==> src/hdl/tnbcd_pkg.sv <==
package tnbcd_pkg;

   // String layout
   localparam int TABLE_ENTRIES = 112;
   localparam int DIGIT_SLOTS   = 5;
   localparam int PREFIX_CHARS  = 4;
   localparam int PREFIX_SAT    = PREFIX_CHARS + 1;

   localparam int PLEN_W = $clog2(PREFIX_SAT + 1);
   localparam int DCNT_W = $clog2(DIGIT_SLOTS + 1);
   localparam int PIDX_W = $clog2(PREFIX_CHARS);

   // Queue between front and back
   localparam int QUEUE_DEPTH = 2;
   localparam int QPTR_W      = $clog2(QUEUE_DEPTH);
   localparam int QCNT_W      = $clog2(QUEUE_DEPTH + 1);

   // Character codes
   localparam logic [7:0] CHAR_0 = 8'h30;
   localparam logic [7:0] CHAR_9 = 8'h39;
   localparam logic [7:0] CHAR_A = 8'h41;
   localparam logic [7:0] CHAR_Z = 8'h5A;
   localparam logic [7:0] CHAR_F = 8'h46;
   localparam logic [7:0] CHAR_D = 8'h44;
   localparam logic [7:0] CHAR_J = 8'h4A;

   // Prefix field codes and table offsets
   localparam logic [11:0] NO_MATCH     = 12'hFFF;
   localparam logic [6:0]  ZERO_BASE    = 7'd58;
   localparam logic [6:0]  F_BASE       = 7'd30;
   localparam logic [6:0]  F_BASE_ZERO  = 7'd26;
   localparam logic [6:0]  DJ_IDX       = 7'd56;
   localparam logic [6:0]  DJ_IDX_ZERO  = 7'd52;
   localparam logic [6:0]  FDJ_IDX      = 7'd57;
   localparam logic [6:0]  FDJ_IDX_ZERO = 7'd53;
   localparam logic [6:0]  HUNDRED      = 7'd100;
   localparam logic [3:0]  NIB_NONE     = 4'hF;

   typedef logic [PREFIX_CHARS-1:0][7:0] prefix_chars_type;
   typedef logic [DIGIT_SLOTS-1:0][3:0]  digit_nibbles_type;

   // One classified character on its way to the back end
   typedef struct packed {
      logic [7:0] char_code;
      logic [3:0] nibble;
      logic       is_digit;
      logic       present;
      logic       last;
   } item_type;

   function automatic logic is_upper(input logic [7:0] c);
      return (c >= CHAR_A) && (c <= CHAR_Z);
   endfunction

   // 'F' reads as nibble F, anything else as the low nibble of c - '0'
   function automatic logic [3:0] nibble_of(input logic [7:0] c);
      logic [7:0] diff;
      diff = c - CHAR_0;
      return (c == CHAR_F) ? NIB_NONE : diff[3:0];
   endfunction

   // Table lookup of the prefix, returned as three BCD digits or FFF
   function automatic logic [11:0] prefix_field(input prefix_chars_type chars,
                                                input logic [PLEN_W-1:0] len);
      logic              zero;
      logic [PLEN_W-1:0] l;
      logic [7:0]        a;
      logic [7:0]        b;
      logic [7:0]        d;
      logic [6:0]        idx;
      logic              hit;
      logic              hund;
      logic [6:0]        r;
      logic [14:0]       prod;
      logic [3:0]        tens;
      logic [6:0]        ones;
      zero = (chars[0] == CHAR_0);
      a    = zero ? chars[1] : chars[0];
      b    = zero ? chars[2] : chars[1];
      d    = zero ? chars[3] : chars[2];
      l    = len - PLEN_W'(zero);
      hit  = 1'b1;
      idx  = '0;
      if (len == '0 || len > PLEN_W'(PREFIX_CHARS)) begin
         hit = 1'b0;
      end else if (l == PLEN_W'(1) && is_upper(a)) begin
         idx = 7'(a - CHAR_A);
      end else if (l == PLEN_W'(2) && a == CHAR_F && is_upper(b)) begin
         idx = (zero ? F_BASE_ZERO : F_BASE) + 7'(b - CHAR_A);
      end else if (l == PLEN_W'(2) && a == CHAR_D && b == CHAR_J) begin
         idx = zero ? DJ_IDX_ZERO : DJ_IDX;
      end else if (l == PLEN_W'(3) && a == CHAR_F && b == CHAR_D && d == CHAR_J) begin
         idx = zero ? FDJ_IDX_ZERO : FDJ_IDX;
      end else begin
         hit = 1'b0;
      end
      if (zero) begin
         idx = idx + ZERO_BASE;
      end
      if (!hit || idx >= 7'(TABLE_ENTRIES)) begin
         return NO_MATCH;
      end
      // split into decimal digits; r/10 by reciprocal 205/2048 for r < 100
      hund = (idx >= HUNDRED);
      r    = hund ? (idx - HUNDRED) : idx;
      prod = 15'(r) * 15'd205;
      tens = prod[14:11];
      ones = r - 7'(7'(tens) * 7'd10);
      return {3'b000, hund, tens, ones[3:0]};
   endfunction

endpackage

==> src/hdl/tnbcd_front.sv <==
module tnbcd_front import tnbcd_pkg::*; (
   input  logic       req_tvalid,
   output logic       req_tready,
   input  logic [7:0] req_tdata,   // char_code
   input  logic       req_tuser,   // char_present
   input  logic       req_tlast,
   input  logic       push_ready,
   output logic       push_valid,
   output item_type   push_item
);

   // Accept whenever the queue has room
   assign req_tready = push_ready;

   // Drop empty items that do not close the string
   assign push_valid = req_tvalid && push_ready && (req_tuser || req_tlast);

   // Classify the character
   always_comb begin
      push_item.char_code = req_tdata;
      push_item.nibble    = nibble_of(req_tdata);
      push_item.is_digit  = (req_tdata >= CHAR_0) && (req_tdata <= CHAR_9);
      push_item.present   = req_tuser;
      push_item.last      = req_tlast;
   end

endmodule

==> src/hdl/tnbcd_fifo.sv <==
module tnbcd_fifo import tnbcd_pkg::*; (
   input  logic     clock,
   input  logic     reset,
   input  logic     push_valid,
   output logic     push_ready,
   input  item_type push_item,
   output logic     pop_valid,
   input  logic     pop,
   output item_type pop_item
);

   item_type           entry_ff [QUEUE_DEPTH];
   logic [QPTR_W-1:0]  wr_ptr_ff;
   logic [QPTR_W-1:0]  wr_ptr_in;
   logic [QPTR_W-1:0]  rd_ptr_ff;
   logic [QPTR_W-1:0]  rd_ptr_in;
   logic [QCNT_W-1:0]  count_ff;
   logic [QCNT_W-1:0]  count_in;
   logic               do_push;
   logic               do_pop;

   assign push_ready = (count_ff < QCNT_W'(QUEUE_DEPTH));
   assign pop_valid  = (count_ff != '0);
   assign pop_item   = entry_ff[rd_ptr_ff];
   assign do_push    = push_valid && push_ready;
   assign do_pop     = pop && pop_valid;

   // Advance pointers with wrap
   always_comb begin
      wr_ptr_in = wr_ptr_ff;
      rd_ptr_in = rd_ptr_ff;
      count_in  = count_ff;
      if (do_push) begin
         wr_ptr_in = (wr_ptr_ff == QPTR_W'(QUEUE_DEPTH - 1)) ? '0 : wr_ptr_ff + 1'b1;
      end
      if (do_pop) begin
         rd_ptr_in = (rd_ptr_ff == QPTR_W'(QUEUE_DEPTH - 1)) ? '0 : rd_ptr_ff + 1'b1;
      end
      if (do_push && !do_pop) begin
         count_in = count_ff + 1'b1;
      end else if (!do_push && do_pop) begin
         count_in = count_ff - 1'b1;
      end
   end

   always_ff @(posedge clock) begin
      if (reset) begin
         wr_ptr_ff <= '0;
         rd_ptr_ff <= '0;
         count_ff  <= '0;
      end else begin
         wr_ptr_ff <= wr_ptr_in;
         rd_ptr_ff <= rd_ptr_in;
         count_ff  <= count_in;
      end
   end

   // Store pushed item
   always_ff @(posedge clock) begin
      if (do_push) begin
         entry_ff[wr_ptr_ff] <= push_item;
      end
   end

   a_count_bound: assert property (@(posedge clock) disable iff (reset)
      count_ff <= QCNT_W'(QUEUE_DEPTH))
      else $error("queue count beyond depth");

endmodule

==> src/hdl/tnbcd_back.sv <==
module tnbcd_back import tnbcd_pkg::*; (
   input  logic        clock,
   input  logic        reset,
   input  logic        pop_valid,
   input  item_type    pop_item,
   output logic        pop,
   output logic        rsp_tvalid,
   input  logic        rsp_tready,
   output logic [31:0] rsp_tdata    // train_code
);

   prefix_chars_type  prefix_chars_ff;
   prefix_chars_type  prefix_chars_in;
   logic [PLEN_W-1:0] prefix_length_ff;
   logic [PLEN_W-1:0] prefix_length_in;
   logic              in_digit_part_ff;
   logic              in_digit_part_in;
   digit_nibbles_type digit_nibbles_ff;
   digit_nibbles_type digit_nibbles_in;
   logic [DCNT_W-1:0] digit_count_ff;
   logic [DCNT_W-1:0] digit_count_in;
   logic              rsp_valid_ff;
   logic              rsp_valid_in;
   logic [31:0]       rsp_data_ff;
   logic [31:0]       rsp_data_in;
   logic              out_free;
   logic              finish;
   logic [31:0]       code;

   assign out_free   = !rsp_valid_ff || rsp_tready;
   assign pop        = pop_valid && (!pop_item.last || out_free);
   assign finish     = pop && pop_item.last;
   assign rsp_tvalid = rsp_valid_ff;
   assign rsp_tdata  = rsp_data_ff;

   // Fold the popped character into the string state
   always_comb begin
      prefix_chars_in  = prefix_chars_ff;
      prefix_length_in = prefix_length_ff;
      in_digit_part_in = in_digit_part_ff;
      digit_nibbles_in = digit_nibbles_ff;
      digit_count_in   = digit_count_ff;
      if (pop && pop_item.present) begin
         if (!in_digit_part_ff && (prefix_length_ff == '0 || !pop_item.is_digit)) begin
            if (prefix_length_ff < PLEN_W'(PREFIX_CHARS)) begin
               prefix_chars_in[prefix_length_ff[PIDX_W-1:0]] = pop_item.char_code;
            end
            if (prefix_length_ff < PLEN_W'(PREFIX_SAT)) begin
               prefix_length_in = prefix_length_ff + 1'b1;
            end
         end else begin
            in_digit_part_in = 1'b1;
            if (digit_count_ff < DCNT_W'(DIGIT_SLOTS)) begin
               digit_nibbles_in[digit_count_ff] = pop_item.nibble;
               digit_count_in = digit_count_ff + 1'b1;
            end
         end
      end
   end

   // Build the code from the updated state
   always_comb begin
      if (prefix_length_in == '0) begin
         code = '0;
      end else if (prefix_length_in == PLEN_W'(1) && !is_upper(prefix_chars_in[0])) begin
         // lone non-letter prefix counts as the first digit
         code = {NO_MATCH, nibble_of(prefix_chars_in[0]),
                 digit_nibbles_in[0], digit_nibbles_in[1],
                 digit_nibbles_in[2], digit_nibbles_in[3]};
      end else begin
         code = {prefix_field(prefix_chars_in, prefix_length_in),
                 digit_nibbles_in[0], digit_nibbles_in[1], digit_nibbles_in[2],
                 digit_nibbles_in[3], digit_nibbles_in[4]};
      end
   end

   // Load the output register on the closing item, drop it once taken
   always_comb begin
      rsp_valid_in = rsp_valid_ff;
      rsp_data_in  = rsp_data_ff;
      if (finish) begin
         rsp_valid_in = 1'b1;
         rsp_data_in  = code;
      end else if (rsp_tready) begin
         rsp_valid_in = 1'b0;
      end
   end

   always_ff @(posedge clock) begin
      if (reset || finish) begin
         prefix_chars_ff  <= '0;
         prefix_length_ff <= '0;
         in_digit_part_ff <= 1'b0;
         digit_nibbles_ff <= {DIGIT_SLOTS{NIB_NONE}};
         digit_count_ff   <= '0;
      end else begin
         prefix_chars_ff  <= prefix_chars_in;
         prefix_length_ff <= prefix_length_in;
         in_digit_part_ff <= in_digit_part_in;
         digit_nibbles_ff <= digit_nibbles_in;
         digit_count_ff   <= digit_count_in;
      end
   end

   always_ff @(posedge clock) begin
      if (reset) begin
         rsp_valid_ff <= 1'b0;
      end else begin
         rsp_valid_ff <= rsp_valid_in;
      end
   end

   always_ff @(posedge clock) begin
      rsp_data_ff <= rsp_data_in;
   end

   a_digit_bound: assert property (@(posedge clock) disable iff (reset)
      digit_count_ff <= DCNT_W'(DIGIT_SLOTS))
      else $error("digit count beyond slots");

   a_digits_need_part: assert property (@(posedge clock) disable iff (reset)
      !in_digit_part_ff |-> (digit_count_ff == '0))
      else $error("digits kept before digit part began");

   a_finish_clears: assert property (@(posedge clock) disable iff (reset)
      finish |=> (rsp_valid_ff && prefix_length_ff == '0 && digit_count_ff == '0
                  && !in_digit_part_ff))
      else $error("closing item did not give a result and clear the string");

   a_no_overwrite: assert property (@(posedge clock) disable iff (reset)
      (rsp_valid_ff && !rsp_tready) |-> !finish)
      else $error("pending result overwritten");

endmodule

==> src/hdl/train_number_string_to_bcd.sv <==
// Train-number encoder: takes a train number one ASCII character per item and,
// on the item marked tlast, returns one 32-bit code: bits 31..20 hold the three
// BCD digits of the prefix table index (or FFF when the prefix is not in the
// table), bits 19..0 five digit nibbles with the first digit on top, F where a
// digit is missing. An item with tuser low adds no character; if it also
// carries tlast it still closes the string, and a string with no characters
// gives 0. One item is accepted every cycle unless a closing item waits on an
// untaken result: a two-entry queue sits between the input classifier and the
// string assembler, the code is registered in a single output register, and
// input keeps flowing while that result waits, up to the next closing item.
module train_number_string_to_bcd import tnbcd_pkg::*; (
   input  logic        clock,
   input  logic        reset,
   input  logic        req_tvalid,
   output logic        req_tready,
   input  logic [7:0]  req_tdata,   // [7:0] char_code
   input  logic        req_tuser,   // [0] char_present
   input  logic        req_tlast,
   output logic        rsp_tvalid,
   input  logic        rsp_tready,
   output logic [31:0] rsp_tdata    // [31:0] train_code
);

   logic     push_valid;
   logic     push_ready;
   item_type push_item;
   logic     pop_valid;
   logic     pop;
   item_type pop_item;

   tnbcd_front u_front (
      .req_tvalid (req_tvalid),
      .req_tready (req_tready),
      .req_tdata  (req_tdata),
      .req_tuser  (req_tuser),
      .req_tlast  (req_tlast),
      .push_ready (push_ready),
      .push_valid (push_valid),
      .push_item  (push_item)
   );

   tnbcd_fifo u_fifo (
      .clock      (clock),
      .reset      (reset),
      .push_valid (push_valid),
      .push_ready (push_ready),
      .push_item  (push_item),
      .pop_valid  (pop_valid),
      .pop        (pop),
      .pop_item   (pop_item)
   );

   tnbcd_back u_back (
      .clock      (clock),
      .reset      (reset),
      .pop_valid  (pop_valid),
      .pop_item   (pop_item),
      .pop        (pop),
      .rsp_tvalid (rsp_tvalid),
      .rsp_tready (rsp_tready),
      .rsp_tdata  (rsp_tdata)
   );

endmodule
==> config.mk <==
export PLATFORM = sky130hd
export DESIGN_NAME = train_number_string_to_bcd
export DESIGN_NICKNAME = d
export VERILOG_FILES = /design/src/hdl/tnbcd_pkg.sv /design/src/hdl/tnbcd_front.sv /design/src/hdl/tnbcd_fifo.sv /design/src/hdl/tnbcd_back.sv /design/src/hdl/train_number_string_to_bcd.sv
export SDC_FILE = /design/constraint.sdc
export NUM_CORES = 1
export LEC_CHECK = 0
export BUFFER_PORTS_ARGS = -buffer_cell sky130_fd_sc_hd__buf_4
export CELL_PAD_IN_SITES_DETAIL_PLACEMENT = 1
export CELL_PAD_IN_SITES_GLOBAL_PLACEMENT = 1
export CORE_UTILIZATION = 50
export CTS_BUF_LIST = sky130_fd_sc_hd__clkbuf_8
export DETAILED_ROUTE_END_ITERATION = 10
export GPL_TIMING_DRIVEN = 0
export HOLD_SLACK_MARGIN = 0.15
export PLACE_DENSITY = 0.8
export SETUP_SLACK_MARGIN = 0.05
export SLEW_MARGIN = 20
export SYNTH_ARGS = -nofsm -noshare
export SYNTH_HDL_FRONTEND = slang
export SYNTH_SLANG_ARGS = --single-unit
==> constraint.sdc <==
create_clock -name clock -period 13.5 [get_ports clock]
set_clock_uncertainty 0.15 [all_clocks]
set_input_delay 0 -clock clock [delete_from_list [all_inputs] [get_ports clock]]
set_output_delay 0 -clock clock [all_outputs]
set_load 0.02 [all_outputs]
== After elaboration in Yosys (flattened, before gate mapping) ==
Memory sizes are Yosys's and may differ from the RTL's. A register that Yosys moved wholly into a read port is not among the register bits.
Cells that the tools add are included.

* Bits in registers: 96
* Latch bits: 0
* Memory bits (writable): 30
* Memory bits (read-only): 0
* Bits of input ports: 14
* Output and inout port bits: 34
* Memories kept: 1

{| class="wikitable"
|+ Memories
! name !! depth !! bits a word !! read ports !! clocked after memory_dff !! wr ports !! line !! RTL
|-
| u_fifo.entry_ff || 2 || 15 || 1 || 1 || 1 || tnbcd_fifo.sv:12 || <nowiki>item_type entry_ff [QUEUE_DEPTH];</nowiki>
|}

* Add/sub/neg operators: 15
* $mul: 2
* Div/mod/pow operators: 0
* Order comparisons: 19
* Equal/unequal tests: 12
* Shift-type cells: 0
* Muxes and demuxes: 57
* Bitwise gates (word level): 1
* Reductions and logical operators: 47

{| class="wikitable"
|+ Operator list
! operator !! count
|-
| 32-bit 2-to-1 mux || 4
|-
| 7-bit 2-to-1 mux || 11
|-
| 20-bit 2-to-1 mux || 3
|-
| 8-bit by 7-bit == test with 1-bit output, second input constant || 7
|-
| 32-bit bitwise mux || 1
|-
| 8-bit 2-to-1 mux || 4
|-
| 1-bit logical AND || 25
|-
| 8-bit by 7-bit greater-or-equal comparator with 1-bit output, second input constant || 3
|-
| 8-bit by 7-bit less-or-equal comparator with 1-bit output, second input constant || 3
|-
| 12-bit 2-to-1 mux || 2
|-
| 7-bit subtractor, second input constant || 3
|-
| 20-bit bitwise mux || 1
|-
| 4-bit 2-to-1 mux || 5
|-
| 1-bit 2-to-1 mux || 18
|-
| 8-bit demux with 2-bit select || 1
|-
| 7-bit by 8-bit multiplier with 15-bit output, second input constant || 1
|-
| 7-bit greater-or-equal comparator, second input constant || 2
|-
| 4-bit demux with 3-bit select || 1
|-
| 3-bit 2-to-1 mux || 4
|-
| 3-bit < comparator, second input constant || 3
|-
| 8-bit by 6-bit == test with 1-bit output, second input constant || 1
|-
| 8-bit by 6-bit greater-or-equal comparator with 1-bit output, second input constant || 1
|-
| 8-bit by 6-bit less-or-equal comparator with 1-bit output, second input constant || 1
|-
| 1-bit zero test || 8
|-
| other kinds (25) || 40
|}

== Longest topological paths before layout ==
* Depth after elaboration: 32
* Mapped depth: 54
* Mapped depth without buffers: 52

== Hierarchy ==
A second synthesis with hierarchy kept.

* Cell total of the unflattened synthesis: 791
* Area, all modules: 7920.1 um^2

{| class="wikitable"
|+ By module, submodules not included
! module !! instances !! cells each !! area an instance (um^2) !! sequential area each (um^2)
|-
| tnbcd_back || 1 || 699 || 6452.4 || 2102.0
|-
| tnbcd_fifo || 1 || 70 || 1296.2 || 1001.0
|-
| tnbcd_front || 1 || 22 || 171.4 || 0.0
|}

== Least setup slack after synthesis ==
Ideal clock, no wire load.

* Path kind: register -> register
* Start point: reg u_back.prefix_length_ff[0]
* End point: reg u_back.rsp_data_ff[23] (netlist: u_back.rsp_tdata[23]) (data pin)
* Arrival: 9578 ps
* Required time: 13060 ps
* Path slack: 3482 ps
* Stages on the path, launching flop included: 54
* Clock period less this slack: 10018 ps
* Cell sequence: dfxtp_1 -> inv_1 -> ha_1 -> buf_2 -> nor2b_1 -> o2111ai_2 -> nor2_1 -> buf_2 -> clkbuf_1 -> nor3_1 -> a221oi_1 -> inv_1 -> ha_1 -> nand2b_1 -> nor2_1 -> a21o_1 -> mux2i_1 -> mux2_2 -> [18 not listed] -> fa_1 -> inv_1 -> ha_1 -> a21oi_1 -> nor2b_1 -> o21ai_0 -> nand2b_1 -> nor3_1 -> a21oi_2 -> xnor2_1 -> inv_1 -> ha_1 -> inv_1 -> fa_1 -> xnor2_1 -> xnor2_1 -> xnor2_1 -> a21oi_1

* Word-level cells in the longest chain between the ends: 32
* Elaborated cells on any way between the ends: 92
* Those cells by class: 8 x add/sub; 2 x mul; 13 x order compare; 10 x eq/ne; 38 x mux; 21 x reduce/logical

{| class="wikitable"
|+ Ends and longest elaborated chain
! item !! line !! RTL
|-
| from (decl) || tnbcd_back.sv:14 || <nowiki>logic [PLEN_W-1:0] prefix_length_ff;</nowiki>
|-
| from (signal assigned) || tnbcd_back.sv:98 || <nowiki>prefix_length_ff <= prefix_length_in;</nowiki>
|-
| branches (longest 32 deep; another with 7-bit subtractor) || -- ||
|-
| to (signal assigned) || tnbcd_back.sv:114 || <nowiki>rsp_data_ff <= rsp_data_in;</nowiki>
|-
| to (decl) || tnbcd_back.sv:24 || <nowiki>logic [31:0] rsp_data_ff;</nowiki>
|}

Parallel ways; which one is timed is not known. The select of a mux whose other input is x is not followed.
A chain may end at the register's enable or synchronous reset.

==> flow_summary_export.csv <==
group,metric,value,unit
outcome,outcome,"complete, no violations",
global_route,grt_max_degree,28,
timing,setup_viol_count_final,0,
route,first_pass_iters,5,
cts,cts.sinks,125,
cts,path_clk_slew,90,ps
die,io_pins,48,
route,drtIter0Drc,453,
synthesis,synth_cell_types,88,
timing,fin_ws,931,ps
synthesis,async_flop_share,0,
synthesis,synth-xor-area-share,0.0240,
die,num_rows,45,
timing,rsz0062_at_grt,"false",
global_route,antenna_found_initial,0,
timing,max-slew-margin-rel,0.281,
power_and_ir_drop,vdd_ir_drop_max,0.132,mV
synthesis,synth.yosys.seq_area_share,0.386,
synthesis,synth_mux_area_frac,0.0979,
synthesis,synthFlopType,"dfxtp_1",
placed_design,dp_hpwl,18500,um
cells_and_area,final_common_cell,"nor2_1",
synthesis,synth_top_cell_area_share,0.224,
synthesis,synth_top_family_by_area,"simple AND/OR/NAND/NOR gates",
power_and_ir_drop,p_leak,0.00372,uW
global_route,grt_pass1_wl,40700,um
global_route,grt_pass1_vias,7456,
route,drcViolationCount,0,
cts,cts_tree,"yes",
critical_path,cpPeakStageDelay,720,ps
critical_path,crit_path_max_fanout,10,
cells_and_area,syn2layout_area_growth,15.9,%
critical_path,critical_path_buf_inv_count,5,
power_and_ir_drop,power_density,186,nW/um2
route,wl_per_cell,22.6,um
route,wl_met1,10800,um
synthesis,synth_area_leaders,"edfxtp_1 22%, dfxtp_1 16%, ha_1 8.7%",
global_route,track_usage,0.327,
synthesis,synth-simple-area-share,0.182,
synthesis,synth.net_count,914,
timing,hold_viol_final,0,
die,core_area,15400,um2
placed_design,dpl_worst_slack,1120,ps
critical_path,cp-end-kind,"flip-flop",
synthesis,synth_fa_ha_area_frac,0.110,
critical_path,cpMostUsedCell,"ha_1",
route,wl_met2,13200,um
critical_path,path_class,"flip-flop to flip-flop",
cts,cts_max_path_buffers,2,
timing,worst_slew_pin_slew,1060,ps
route,top_layer_used,"met4",
timing,layout_min_cycle_time,12570,ps
cells_and_area,ff_latch_area,3100,um2
synthesis,synth-compound-area-share,0.159,
cells_and_area,diodes,0,
die,die_w,129,um
synthesis,syn_area_per_cell,9.63,um2
cts,post-cts-setup-buffer-count,0,
timing,min_period_over_period,0.931,
timing,max_freq,0.0796,GHz
critical_path,required,13500,ps
timing,final_max_slew_viol_count,0,
cells_and_area,nets,1002,
route,wl_met3,1390,um
synthesis,synth_cells,835,
placed_design,io_buffers,46,
cells_and_area,drive_gt1_frac,0.166,
global_route,grt-ovfl-total,0,
cells_and_area,final_cell_mix,"94 x nor2_1, 68 x nand2_1, 65 x dfxtp_1",
synthesis,synth_area,8040,um2
placed_design,place_congestion,0.901,
cts,clock_latency,460,ps
min_path,min_path_type,"primary input to flip-flop",
route,vias,6998,
critical_path,arrival,12570,ps
power_and_ir_drop,p_total,1740,uW
die,initial_utilization,0.521,
synthesis,ys_ff_latch,125,
cells_and_area,multi_input_area,4620,um2
synthesis,ys_warn_count,0,
flow_run,drv_cap,0,
cts,cts_made_buffers,17,
die,die-height,129,um
synthesis,synth_top_area_cell,"edfxtp_1",
synthesis,synth-edff-count,60,
cts,cts.htree.levels,4,
route,ant_nets,0,
timing,tns,0,ps
route,vias_per_cell,6.10,
critical_path,critPathLaunchType,"flip-flop",
critical_path,cp_slowest_cell,"mux2i_2",
cts,cts-root-buf,"clkbuf_8",
die,dieArea,16600,um2
route,wl,25900,um
cells_and_area,fill_cells,1771,
critical_path,path_delay_family,"compound AO/OA/AOI/OAI gates",
[final cells by class]
class | instances | area share
clock inverter | 15 | 0.0197
multi-input combinational | 628 | 0.495
inverter | 48 | 0.0193
clock buffer | 17 | 0.0251
tap | 211 | 0.0283
sequential | 125 | 0.333
buffer | 34 | 0.0164
timing repair buffer | 69 | 0.0628
[logic make-up after synthesis]
kind of cell	Yosys count
simple gates	291
buf+inv	82
mux	72
fa+ha+maj	65
compound gates	178
flops	125
xor+xnor	22
[layer usage]
metal  global-route usage  vias up
met2                0.588      208
met3               0.0732       49
met5                    0        -
met4               0.0976        0
met1                0.388     3486
li1                     -     3255
[state kept, by name (all words and copies together) (netlist names), named ones only]
| name | flops |
|---|---|
| u_back.digit_count_ff | 3 |
| u_back.digit_nibbles_ff | 20 |
| u_back.in_digit_part_ff | 1 |
| u_back.prefix_chars_ff | 32 |
| u_back.prefix_length_ff | 3 |
| u_back.rsp_tdata | 30 |
| u_back.rsp_tvalid | 1 |
| u_fifo.count_ff | 2 |
| u_fifo.entry_ff | 30 |
| u_fifo.rd_ptr_ff | 1 |
| u_fifo.wr_ptr_ff | 1 |
[through the flow]
stage	util	std cells	hold slack, ps	cell area [um2]
floorplan	-	835	-51.1	8040
global placement	0.561	1092	45.1	8650
detailed placement	0.563	1093	51.2	8680
CTS	0.604	1147	151	9320
global route	0.604	1147	224	9320
finish	0.604	1147	219	9320
[synth_stat cells (all sizes together), types with 7 or more instances]
cell    number
a211o        7
a211oi      20
a21oi       40
a31oi       11
and3        12
buf         12
clkbuf      22
dfxtp       65
edfxtp      60
fa           9
ha          56
inv         48
mux2        34
mux2i       38
nand2       68
nand2b       7
nand3       19
nand4        9
nor2        98
nor2b        8
nor3        22
o211ai       8
o21ai       29
o31ai        7
xnor2       14
xor2         8
[worst paths after layout]
kind | from | end | slack, ps | depth (start not counted)
min reg2reg | u_back.prefix_chars_ff[24]$_SDFF_PP0_ | u_back.prefix_chars_ff[24]$_SDFF_PP0_ | 350 | 2
max reg2reg | flip-flop | u_back.rsp_tdata[23]$_SDFFCE_PN0P_ | 930 | 46
max | flip-flop | u_back.rsp_tdata[23]$_SDFFCE_PN0P_ | 930 | 46
min | req_tdata[3] | u_fifo.entry_ff[0][10]$_DFFE_PP_ | 220 | 2
[timing repair]
action / 4_1_cts / 5_1_grt
hold endpoints to repair: 69 / 0
hold buffers: 22 / 0
gates resized for setup: 0 / 0
[report_power, final]
group          switching (uW)  internal (uW)
Combinational             555            293
Sequential               37.3            494
Clock                     172            186
Power figures use the tool's default switching activity.
